==> config.mk <==
export PLATFORM = sky130hd
export DESIGN_NAME = weekly_alarm_day_scheduler_unit
export DESIGN_NICKNAME = d
export VERILOG_FILES = /design/src/wads_pkg.sv /design/src/weekly_alarm_day_scheduler_unit.sv /design/src/wads_cfg_regs.sv /design/src/wads_planner.sv
export SDC_FILE = /design/constraint.sdc
export NUM_CORES = 1
export LEC_CHECK = 0
export CAP_MARGIN = 20
export CORE_MARGIN = 4
export CORE_UTILIZATION = 62
export DETAILED_ROUTE_END_ITERATION = 6
export DONT_BUFFER_PORTS = 1
export PLACE_DENSITY = 0.78
export SLEW_MARGIN = 20
export SYNTH_ARGS = -nofsm -noshare
export SYNTH_HDL_FRONTEND = slang
export SYNTH_SLANG_ARGS = --single-unit
==> constraint.sdc <==
create_clock -name clk -period 14.9 [get_ports clk]
set_input_delay 0.745 -clock clk [delete_from_list [all_inputs] [get_ports clk]]
set_output_delay 0.745 -clock clk [all_outputs]
set_load 0.005 [all_outputs]
==> src/wads_pkg.sv <==
// ----------------------------------------------------------------------------
// wads_pkg
// Shared types and constants of the weekly alarm day scheduler.
// ----------------------------------------------------------------------------
package wads_pkg;

  localparam int unsigned CfgIdxW  = 2;
  localparam int unsigned CfgDataW = 7;
  localparam int unsigned InDataW  = 16;
  localparam int unsigned OutDataW = 48;
  localparam int unsigned OutUserW = 2;

  localparam logic MODE_PROGRAM = 1'b0;
  localparam logic MODE_ROTATE  = 1'b1;

  typedef enum logic [CfgIdxW-1:0] {
    CFG_SCHEDULE_ENABLED = 2'd0,
    CFG_WEEKDAY_MASK     = 2'd1,
    CFG_ALARM_HOUR       = 2'd2,
    CFG_ALARM_MINUTE     = 2'd3
  } cfg_idx_t;

  typedef struct packed {
    logic       enabled;
    logic [6:0] mask;
    logic [5:0] hour;
    logic [6:0] minute;
  } cfg_t;

  typedef struct packed {
    logic       mode;
    logic [2:0] weekday;
    logic [5:0] hour;
    logic [6:0] minute;
  } in_item_t;

  typedef struct packed {
    logic       written;
    logic       error;
    logic [7:0] a1_day;
    logic [7:0] a1_hour;
    logic [7:0] a1_minute;
    logic [7:0] a2_day;
    logic [7:0] a2_hour;
    logic [7:0] a2_minute;
    logic       held_we;
    logic [2:0] held_nxt;
  } plan_t;

endpackage

==> src/weekly_alarm_day_scheduler_unit.sv <==
// ----------------------------------------------------------------------------
// weekly_alarm_day_scheduler_unit
// Plans and encodes the two weekly power-on alarm register triples.
// ----------------------------------------------------------------------------
// Usage:
//   cfg_we/cfg_index/cfg_wdata write enable, mask, alarm hour and minute;
//   write only while no item is in flight.
//   in_* carries one event item: tuser is the mode (program or rotate),
//   tdata the current weekday, hour and minute.
//   out_* returns one result item per event: tuser holds the written and
//   error flags, tdata the six alarm register bytes.
// Pipeline: an accepted item passes the input register, then the result
//   register, with the planning logic between them; out_tvalid rises when
//   the item is loaded into the result register.
// Throughput: one item per cycle; the input stage keeps taking items while
//   the result register is free or being drained in the same cycle.
// Reset clears the configuration, the held alarm 1 day and both stages.
// When the receiver stalls the result holds, the input stage fills, and
//   in_tready then drops until out_tready returns.
// ----------------------------------------------------------------------------
module weekly_alarm_day_scheduler_unit import wads_pkg::*; (
  input  logic                clk,
  input  logic                rst_n,
  input  logic                cfg_we,
  input  logic [CfgIdxW-1:0]  cfg_index,
  input  logic [CfgDataW-1:0] cfg_wdata,
  input  logic                in_tvalid,
  output logic                in_tready,
  input  logic [InDataW-1:0]  in_tdata,  // current_weekday[2:0], current_hour[8:3], current_minute[15:9]
  input  logic                in_tuser,  // mode
  output logic                out_tvalid,
  input  logic                out_tready,
  output logic [OutDataW-1:0] out_tdata, // a1 day, a1 hour, a1 minute, a2 day, a2 hour, a2 minute
  output logic [OutUserW-1:0] out_tuser  // alarms_written[0], error[1]
);

  cfg_t     cfg;
  plan_t    plan;
  in_item_t s1_item_r;
  logic     s1_valid_r;
  logic     out_valid_r;
  logic [OutDataW-1:0] out_tdata_r;
  logic [OutUserW-1:0] out_tuser_r;
  logic [2:0] held_r;
  logic     s2_load;
  logic     s1_fire;
  logic     in_fire;

  wads_cfg_regs u_cfg (
    .clk       (clk),
    .rst_n     (rst_n),
    .cfg_we    (cfg_we),
    .cfg_index (cfg_index),
    .cfg_wdata (cfg_wdata),
    .cfg_o     (cfg)
  );

  wads_planner u_planner (
    .cfg_i  (cfg),
    .item_i (s1_item_r),
    .held_i (held_r),
    .plan_o (plan)
  );

  assign s2_load   = !out_valid_r || out_tready;
  assign s1_fire   = s1_valid_r && s2_load;
  assign in_tready = !s1_valid_r || s2_load;
  assign in_fire   = in_tvalid && in_tready;

  always_ff @(posedge clk) begin
    if (!rst_n) begin
      s1_valid_r  <= 1'b0;
      out_valid_r <= 1'b0;
      held_r      <= 3'd0;
    end else begin
      if (in_fire) begin
        s1_valid_r <= 1'b1;
      end else if (s1_fire) begin
        s1_valid_r <= 1'b0;
      end
      if (s2_load) begin
        out_valid_r <= s1_valid_r;
      end
      if (s1_fire && plan.held_we) begin
        held_r <= plan.held_nxt;
      end
    end
  end

  always_ff @(posedge clk) begin
    if (in_fire) begin
      s1_item_r.mode    <= in_tuser;
      s1_item_r.weekday <= in_tdata[2:0];
      s1_item_r.hour    <= in_tdata[8:3];
      s1_item_r.minute  <= in_tdata[15:9];
    end
    if (s1_fire) begin
      out_tdata_r <= {plan.a2_minute, plan.a2_hour, plan.a2_day,
                      plan.a1_minute, plan.a1_hour, plan.a1_day};
      out_tuser_r <= {plan.error, plan.written};
    end
  end

  assign out_tvalid = out_valid_r;
  assign out_tdata  = out_tdata_r;
  assign out_tuser  = out_tuser_r;

endmodule

==> src/wads_cfg_regs.sv <==
// ----------------------------------------------------------------------------
// wads_cfg_regs
// Configuration register file written through the plain write port.
// ----------------------------------------------------------------------------
module wads_cfg_regs import wads_pkg::*; (
  input  logic                clk,
  input  logic                rst_n,
  input  logic                cfg_we,
  input  logic [CfgIdxW-1:0]  cfg_index,
  input  logic [CfgDataW-1:0] cfg_wdata,
  output cfg_t                cfg_o
);

  cfg_t cfg_r;
  cfg_t cfg_nxt;

  always_comb begin
    cfg_nxt = cfg_r;
    if (cfg_we) begin
      case (cfg_idx_t'(cfg_index))
        CFG_SCHEDULE_ENABLED: cfg_nxt.enabled = cfg_wdata[0];
        CFG_WEEKDAY_MASK:     cfg_nxt.mask    = cfg_wdata[6:0];
        CFG_ALARM_HOUR:       cfg_nxt.hour    = cfg_wdata[5:0];
        CFG_ALARM_MINUTE:     cfg_nxt.minute  = cfg_wdata[6:0];
        default:              cfg_nxt = cfg_r;
      endcase
    end
  end

  always_ff @(posedge clk) begin
    if (!rst_n) begin
      cfg_r <= '0;
    end else begin
      cfg_r <= cfg_nxt;
    end
  end

  assign cfg_o = cfg_r;

endmodule

==> src/wads_planner.sv <==
// ----------------------------------------------------------------------------
// wads_planner
// Day search, time compare and alarm register encoding for one item.
// ----------------------------------------------------------------------------
module wads_planner import wads_pkg::*; (
  input  cfg_t     cfg_i,
  input  in_item_t item_i,
  input  logic [2:0] held_i,
  output plan_t    plan_o
);

  function automatic logic [2:0] next_day(input logic [6:0] mask, input logic [2:0] start);
    logic [2:0] s;
    logic [3:0] idx;
    logic [2:0] d;
    s = (start == 3'd7) ? 3'd0 : start;
    d = 3'd0;
    for (int o = 6; o >= 0; o--) begin
      idx = {1'b0, s} + 4'(o);
      if (idx >= 4'd7) idx = idx - 4'd7;
      if (mask[idx[2:0]]) d = idx[2:0];
    end
    return d;
  endfunction

  function automatic logic [2:0] inc_day(input logic [2:0] d);
    return (d == 3'd6) ? 3'd0 : d + 3'd1;
  endfunction

  function automatic logic [5:0] hour_order(input logic [5:0] h);
    if (h == 6'h12) return 6'h00;
    if (h == 6'h32) return 6'h12;
    return h;
  endfunction

  function automatic logic [7:0] hour_to_chip(input logic [5:0] h);
    if (h == 6'h12) return 8'h00;
    if (h == 6'h32) return 8'h40;
    if (h > 6'h20) return {2'b00, h} + 8'h20;
    return {2'b00, h};
  endfunction

  function automatic logic [7:0] rev_en(input logic [7:0] v);
    logic [7:0] r;
    for (int i = 0; i < 8; i++) r[i] = v[7-i];
    return r | 8'h01;
  endfunction

  logic       mask_empty;
  logic       mask_single;
  logic       mask_multi;
  logic       passed;
  logic [2:0] day_f0;
  logic [2:0] day_first;
  logic [2:0] day_second;
  logic [7:0] hour_byte;
  logic [7:0] minute_byte;

  assign mask_empty  = (cfg_i.mask == 7'd0);
  assign mask_single = !mask_empty && ((cfg_i.mask & (cfg_i.mask - 7'd1)) == 7'd0);
  assign mask_multi  = !mask_empty && !mask_single;

  assign passed = (hour_order(item_i.hour) > hour_order(cfg_i.hour)) ||
                  ((hour_order(item_i.hour) == hour_order(cfg_i.hour)) &&
                   (item_i.minute >= cfg_i.minute));

  assign day_f0     = next_day(cfg_i.mask, item_i.weekday);
  assign day_first  = ((day_f0 == item_i.weekday) && passed) ?
                      next_day(cfg_i.mask, inc_day(day_f0)) : day_f0;
  assign day_second = next_day(cfg_i.mask, inc_day(day_first));

  assign hour_byte   = rev_en(hour_to_chip(cfg_i.hour));
  assign minute_byte = rev_en({1'b0, cfg_i.minute});

  always_comb begin
    plan_o = '0;
    if (item_i.mode == MODE_PROGRAM) begin
      if (!cfg_i.enabled) begin
        plan_o.written  = 1'b1;
        plan_o.held_we  = 1'b1;
        plan_o.held_nxt = 3'd0;
      end else if (mask_empty) begin
        plan_o.error = 1'b1;
      end else if (mask_single) begin
        plan_o.written   = 1'b1;
        plan_o.a1_day    = rev_en({5'd0, day_f0});
        plan_o.a1_hour   = hour_byte;
        plan_o.a1_minute = minute_byte;
        plan_o.held_we   = 1'b1;
        plan_o.held_nxt  = day_f0;
      end else begin
        plan_o.written   = 1'b1;
        plan_o.a1_day    = rev_en({5'd0, day_first});
        plan_o.a1_hour   = hour_byte;
        plan_o.a1_minute = minute_byte;
        plan_o.a2_day    = rev_en({5'd0, day_second});
        plan_o.a2_hour   = hour_byte;
        plan_o.a2_minute = minute_byte;
        plan_o.held_we   = 1'b1;
        plan_o.held_nxt  = day_first;
      end
    end else if (cfg_i.enabled && mask_multi && (held_i != day_first)) begin
      plan_o.written   = 1'b1;
      plan_o.a1_day    = rev_en({5'd0, day_first});
      plan_o.a1_hour   = hour_byte;
      plan_o.a1_minute = minute_byte;
      plan_o.a2_day    = rev_en({5'd0, day_second});
      plan_o.a2_hour   = hour_byte;
      plan_o.a2_minute = minute_byte;
      plan_o.held_we   = 1'b1;
      plan_o.held_nxt  = day_first;
    end
  end

endmodule
== After elaboration in Yosys (flattened, before gate mapping) ==
Index checks and enable logic that the tools add are counted.

* Flip-flop bits (word level): 93

* Add/sub/neg operators: 43
* Magnitude comparators: 45
* Eq/ne operators: 15
* Multiplexer cells: 128
* Bitwise gates (word level): 2
* Reduce and logical (&&, ||, !) cells: 25

{| class="wikitable"
|+ Operators by type and width
! operator !! number
|-
| $mux W52 || 3
|-
| $mux W3 || 49
|-
| $lt A3 B4 Y1 const B || 21
|-
| $ge A4 B3 Y1 const B || 18
|-
| $bmux W1 S3 || 21
|-
| $sub A3 B3 Y3 const B || 21
|-
| $mux W24 || 2
|-
| $mux W48 || 1
|-
| $mux W6 || 8
|-
| $mux W7 || 6
|-
| $mux W1 || 37
|-
| $add A3 B3 Y4 const B || 9
|-
| $add A3 B2 Y4 const B || 6
|-
| $eq A3 B3 Y1 const B || 5
|-
| $logic_not A7 Y1 || 2
|-
| $add A3 B1 Y4 const B || 3
|-
| $eq A6 B5 Y1 const B || 2
|-
| $eq A6 B6 Y1 const B || 2
|-
| $ge A3 B3 Y1 const B || 3
|-
| $logic_and A1 B1 Y1 || 9
|-
| $reduce_and A2 Y1 || 4
|-
| $add A6 B6 Y7 const B || 1
|-
| $and A7 B7 Y7 || 1
|-
| $ge A7 B7 Y1 || 1
|-
| 16 further kinds || 23
|}

== Longest topological paths before layout ==
* Depth in word-level cells: 52
* Mapped depth: 56

== By module ==
A second synthesis with hierarchy kept.

* Cells, all modules: 1043
* Area, all modules: 9192.6 sq um

{| class="wikitable"
|+ By module, submodules not included
! module !! times used !! cells an instance !! area each (sq um)
|-
| wads_planner || 1 || 874 || 6152.2
|-
| weekly_alarm_day_scheduler_unit || 1 || 91 || 2237.1
|-
| wads_cfg_regs || 1 || 78 || 803.3
|}

== Worst setup path before layout ==
OpenSTA, ideal clock, no wires.

* Kind: register -> register
* Start point: register s1_item_r[13] (netlist bit)
* End point: register out_tdata_r[31] (netlist: out_tdata[31]), data pin
* Library setup time: 266 ps
* Arrival time: 10407 ps
* Slack: 4227 ps
* Stages on the path, launching flop included: 52
* Path buffers: 8
* Clock period less this slack: 10673 ps
* Cells stage by stage: edfxtp_1 > ha_1 > a21boi_2 > buf_2 > nand2_1 > ha_1 > clkbuf_1 > xnor2_1 > mux2i_1 > nand3_1 > and3_1 > a311oi_1 > a21oi_2 > nor2_2 > buf_2 > ha_1 > clkbuf_1 > nor2_1 > (+16 left out) > ha_1 > clkbuf_1 > inv_1 > o32ai_4 > nor2_2 > ha_1 > inv_1 > ha_1 > nor2_1 > a21oi_1 > and2_1 > clkbuf_1 > mux2_2 > o211ai_1 > and2_1 > a21bo_1 > a31oi_1 > o22ai_1

{| class="wikitable"
|+ RTL lines
! item !! line !! text
|-
| start, declared || weekly_alarm_day_scheduler_unit.sv:39 || <nowiki>in_item_t s1_item_r;</nowiki>
|-
| end signal, assigned || weekly_alarm_day_scheduler_unit.sv:98 || <nowiki>out_tdata_r <= {plan.a2_minute, plan.a2_hour, plan.a2_day,</nowiki>
|-
| end, declared || weekly_alarm_day_scheduler_unit.sv:42 || <nowiki>logic [OutDataW-1:0] out_tdata_r;</nowiki>
|}

==> metrics <==
outcome finished clean; first-pass GRT wire length 40470 µm; Max Fclk approximately 73 MHz; Max Fanout on Critical Path 24; cell chosen for the clock root sky130_fd_sc_hd__clkbuf_16; relative slew slack 0.3951; count of nets after finishing 1087; Max stage delay on crit path 730 ps; CP dominant cell by count sky130_fd_sc_hd__ha_1; Final ANT Viol Nets 0; minimum clock period 13620 ps; instance count of the mapped netlist 1074; number of DRC markers after the initial detailed-route iteration 1093; Area growth syn-to-layout 2.858%; maximum number of pins on one net before global-route repair 40; half-perimeter wire length after detailed placement 18140 µm; routed via count 8463; Crit path required time roughly 15000 ps; overall die area 0.01639 mm²; via density per instance 7.017; starting density of the core 0.6386; routability-driven placement congestion ratio 1.047; initial antenna violation count 0; number of clock sinks 81; met2 demand-to-capacity share in global routing 0.4747; fraction of layout cells with a size suffix above 1 0.08772; Max Cap Violations 0; Total Negative Setup Slacks 0 ps; Synth warnings 0; # setup viols final 0; total routing resource utilization after global routing 0.2998; synthesized area 0.008932 mm²; I/O pin cnt 83; final cycle utilization of the critical path 0.9139; CTS tree yes; count of antenna diodes in the layout 0; wirelength, routed 25270 µm; synthesized area divided by synthesized cell count 8.317 µm²; count of standard-cell rows 43; Post-CTS Repair Setup Buffers 0; final core utilization 0.6568; total of hold buffers inserted after clock tree synthesis 0; Hold Path Class input port to register; most heavily used metal layer in global routing met2; average routed wire per standard cell 20.95 µm; GR Util met1 0.4088; met3 Usage GRT 0.06375; clock transition at the registers of the reported paths 60 ps; max-slew violation total from the final report 0; number of buffers created by CTS 9; worst skew pair latency around 330 ps; count of buffers from port buffering 0; Top FF cell, synth sky130_fd_sc_hd__edfxtp_1; die height 128.0 µm; CTS HTree Levels 3; Startpoint Class register; unrepaired setup endpoints after global routing false; critical setup path kind register to register; count of cells resized by post-cts repair 0; Worst EP arrival 13670 ps; total leakage power 3.438 nW; PD cells 214.5 mW/mm²; Die W 128.0 µm; Detailed Routing Iterations Pass 1 5; worst vdd ir 0.0001953 V; drt drc 0; clk_skew 7.318 ps; post-synthesis sequential area ratio 0.2432; placeable core area 0.01399 mm²; flip-flop and latch count after synthesis 81; final count of hold timing violations 0; gr ovfl total 0; slew at the pin closest to its max-slew limit slightly above 900 ps; Setup crit end kind register; asr flop ratio synth 0; largest buffer count on any clock path 2; number of synthesized flops with an enable pin 55; vias in the first global route 7897; number of fillers in the final layout 1150; Distinct cells, synth 111; cell at the slowest stage of the critical path sky130_fd_sc_hd__edfxtp_1
final timing paths:
path / start / endpoint / slack, ps / cells after the start
worst min register to register: s1_valid_r$_SDFFE_PN0P_ / out_tvalid$_SDFFE_PN0P_ / 540 / 1
worst max-delay path: s1_item_r[13]$_DFFE_PP_ / out_tdata[31]$_DFFE_PP_ / 1280 / 45
worst min-delay path: in_tdata[13] / s1_item_r[4]$_DFFE_PP_ / 500 / 0
worst max register to register: s1_item_r[13]$_DFFE_PP_ / out_tdata[31]$_DFFE_PP_ / 1280 / 45
cell usage in the layout, fill, tap and decap left out, types with 26 or more instances in the layout:
cell,count
sky130_fd_sc_hd__nand2_1,72
sky130_fd_sc_hd__nor2b_1,35
sky130_fd_sc_hd__a21oi_1,62
sky130_fd_sc_hd__dfxtp_1,26
sky130_fd_sc_hd__inv_1,52
sky130_fd_sc_hd__mux2i_1,71
sky130_fd_sc_hd__nor2_1,68
sky130_fd_sc_hd__ha_1,33
sky130_fd_sc_hd__and2_1,30
sky130_fd_sc_hd__edfxtp_1,55
sky130_fd_sc_hd__o21ai_0,55
layer usage:
layer	vias to the layer above	part of all wire
met1	3949	0.42
li1	3945	-
met4	0	0.031
met2	495	0.45
met3	74	0.098
met5	-	0
worst max-delay path: cells and delay by family (launching register included):
family	cells	cell delay, ps
simple gates	11	2270
fa+ha+maj	7	2560
buf+inv	5	810
flops	1	730
compound gates	12	3370
xor+xnor	1	570
mux	9	3020
kinds of logic after synthesis:
logic type / count (synthesis) / share of synthesized area
AOI/OAI and AO/OA: 361 / 0.2965
and+or+nand+nor: 343 / 0.2055
buffers and inverters: 138 / 0.06738
muxes: 95 / 0.1165
DFF: 81 / 0.2432
adders and majority gates: 36 / 0.05183
xor gates and xnor gates: 19 / 0.01863
other: 1 / 0.0004198
Yosys cell counts, types with 17 or more instances:
| cell | instances | area share |
|---|---|---|
| sky130_fd_sc_hd__a211oi_1 | 23 | 0.019 |
| sky130_fd_sc_hd__a21oi_1 | 62 | 0.035 |
| sky130_fd_sc_hd__and2_1 | 30 | 0.021 |
| sky130_fd_sc_hd__buf_4 | 17 | 0.014 |
| sky130_fd_sc_hd__clkbuf_1 | 48 | 0.020 |
| sky130_fd_sc_hd__dfxtp_1 | 26 | 0.058 |
| sky130_fd_sc_hd__edfxtp_1 | 55 | 0.18 |
| sky130_fd_sc_hd__ha_1 | 33 | 0.046 |
| sky130_fd_sc_hd__inv_1 | 52 | 0.022 |
| sky130_fd_sc_hd__mux2i_1 | 71 | 0.080 |
| sky130_fd_sc_hd__nand2_1 | 72 | 0.030 |
| sky130_fd_sc_hd__nand2b_1 | 25 | 0.018 |
| sky130_fd_sc_hd__nor2_1 | 68 | 0.029 |
| sky130_fd_sc_hd__nor2b_1 | 36 | 0.025 |
| sky130_fd_sc_hd__nor3_1 | 24 | 0.013 |
| sky130_fd_sc_hd__o211ai_1 | 20 | 0.017 |
| sky130_fd_sc_hd__o21ai_0 | 55 | 0.031 |
layout make-up:
cell class | count | area (µm²) | share of cell area
multi-input combinational | 862 | 6192 | 0.6740
sequential | 81 | 2172 | 0.2364
clock buffer | 9 | 225.2 | 0.02451
tap | 180 | 225.2 | 0.02451
inverter | 58 | 217.7 | 0.02370
timing repair buffer | 9 | 80.08 | 0.008716
clock inverter | 7 | 75.07 | 0.008171
power breakdown:
part           internal (W)  switching, W
Sequential         0.000250     0.0000105
Clock              0.000131     0.0000879
Combinational      0.000553      0.000939
metrics by stage:
step,hold WS (ps),instance area (µm²),total power (W),setup WS (ps),std cells
global route,490.2,9188,0.002107,185.8,1206
detailed placement,527.5,8867,0.001696,1579,1189
floorplan,476.8,8959,0.001428,4227,1081
global placement,509.0,8867,0.001702,1614,1189
finish,504.3,9188,0.001971,1283,1206
CTS,498.9,9168,0.001925,1538,1205
sequential cells by signal, indices dropped and copies added, names as in the netlist:
signal / flops
out_tdata: 36
u_cfg.cfg_o: 21
out_tuser: 2
s1_valid_r: 1
s1_item_r: 17
out_tvalid: 1
held_r: 3
Power figures use the tool's default switching activity.
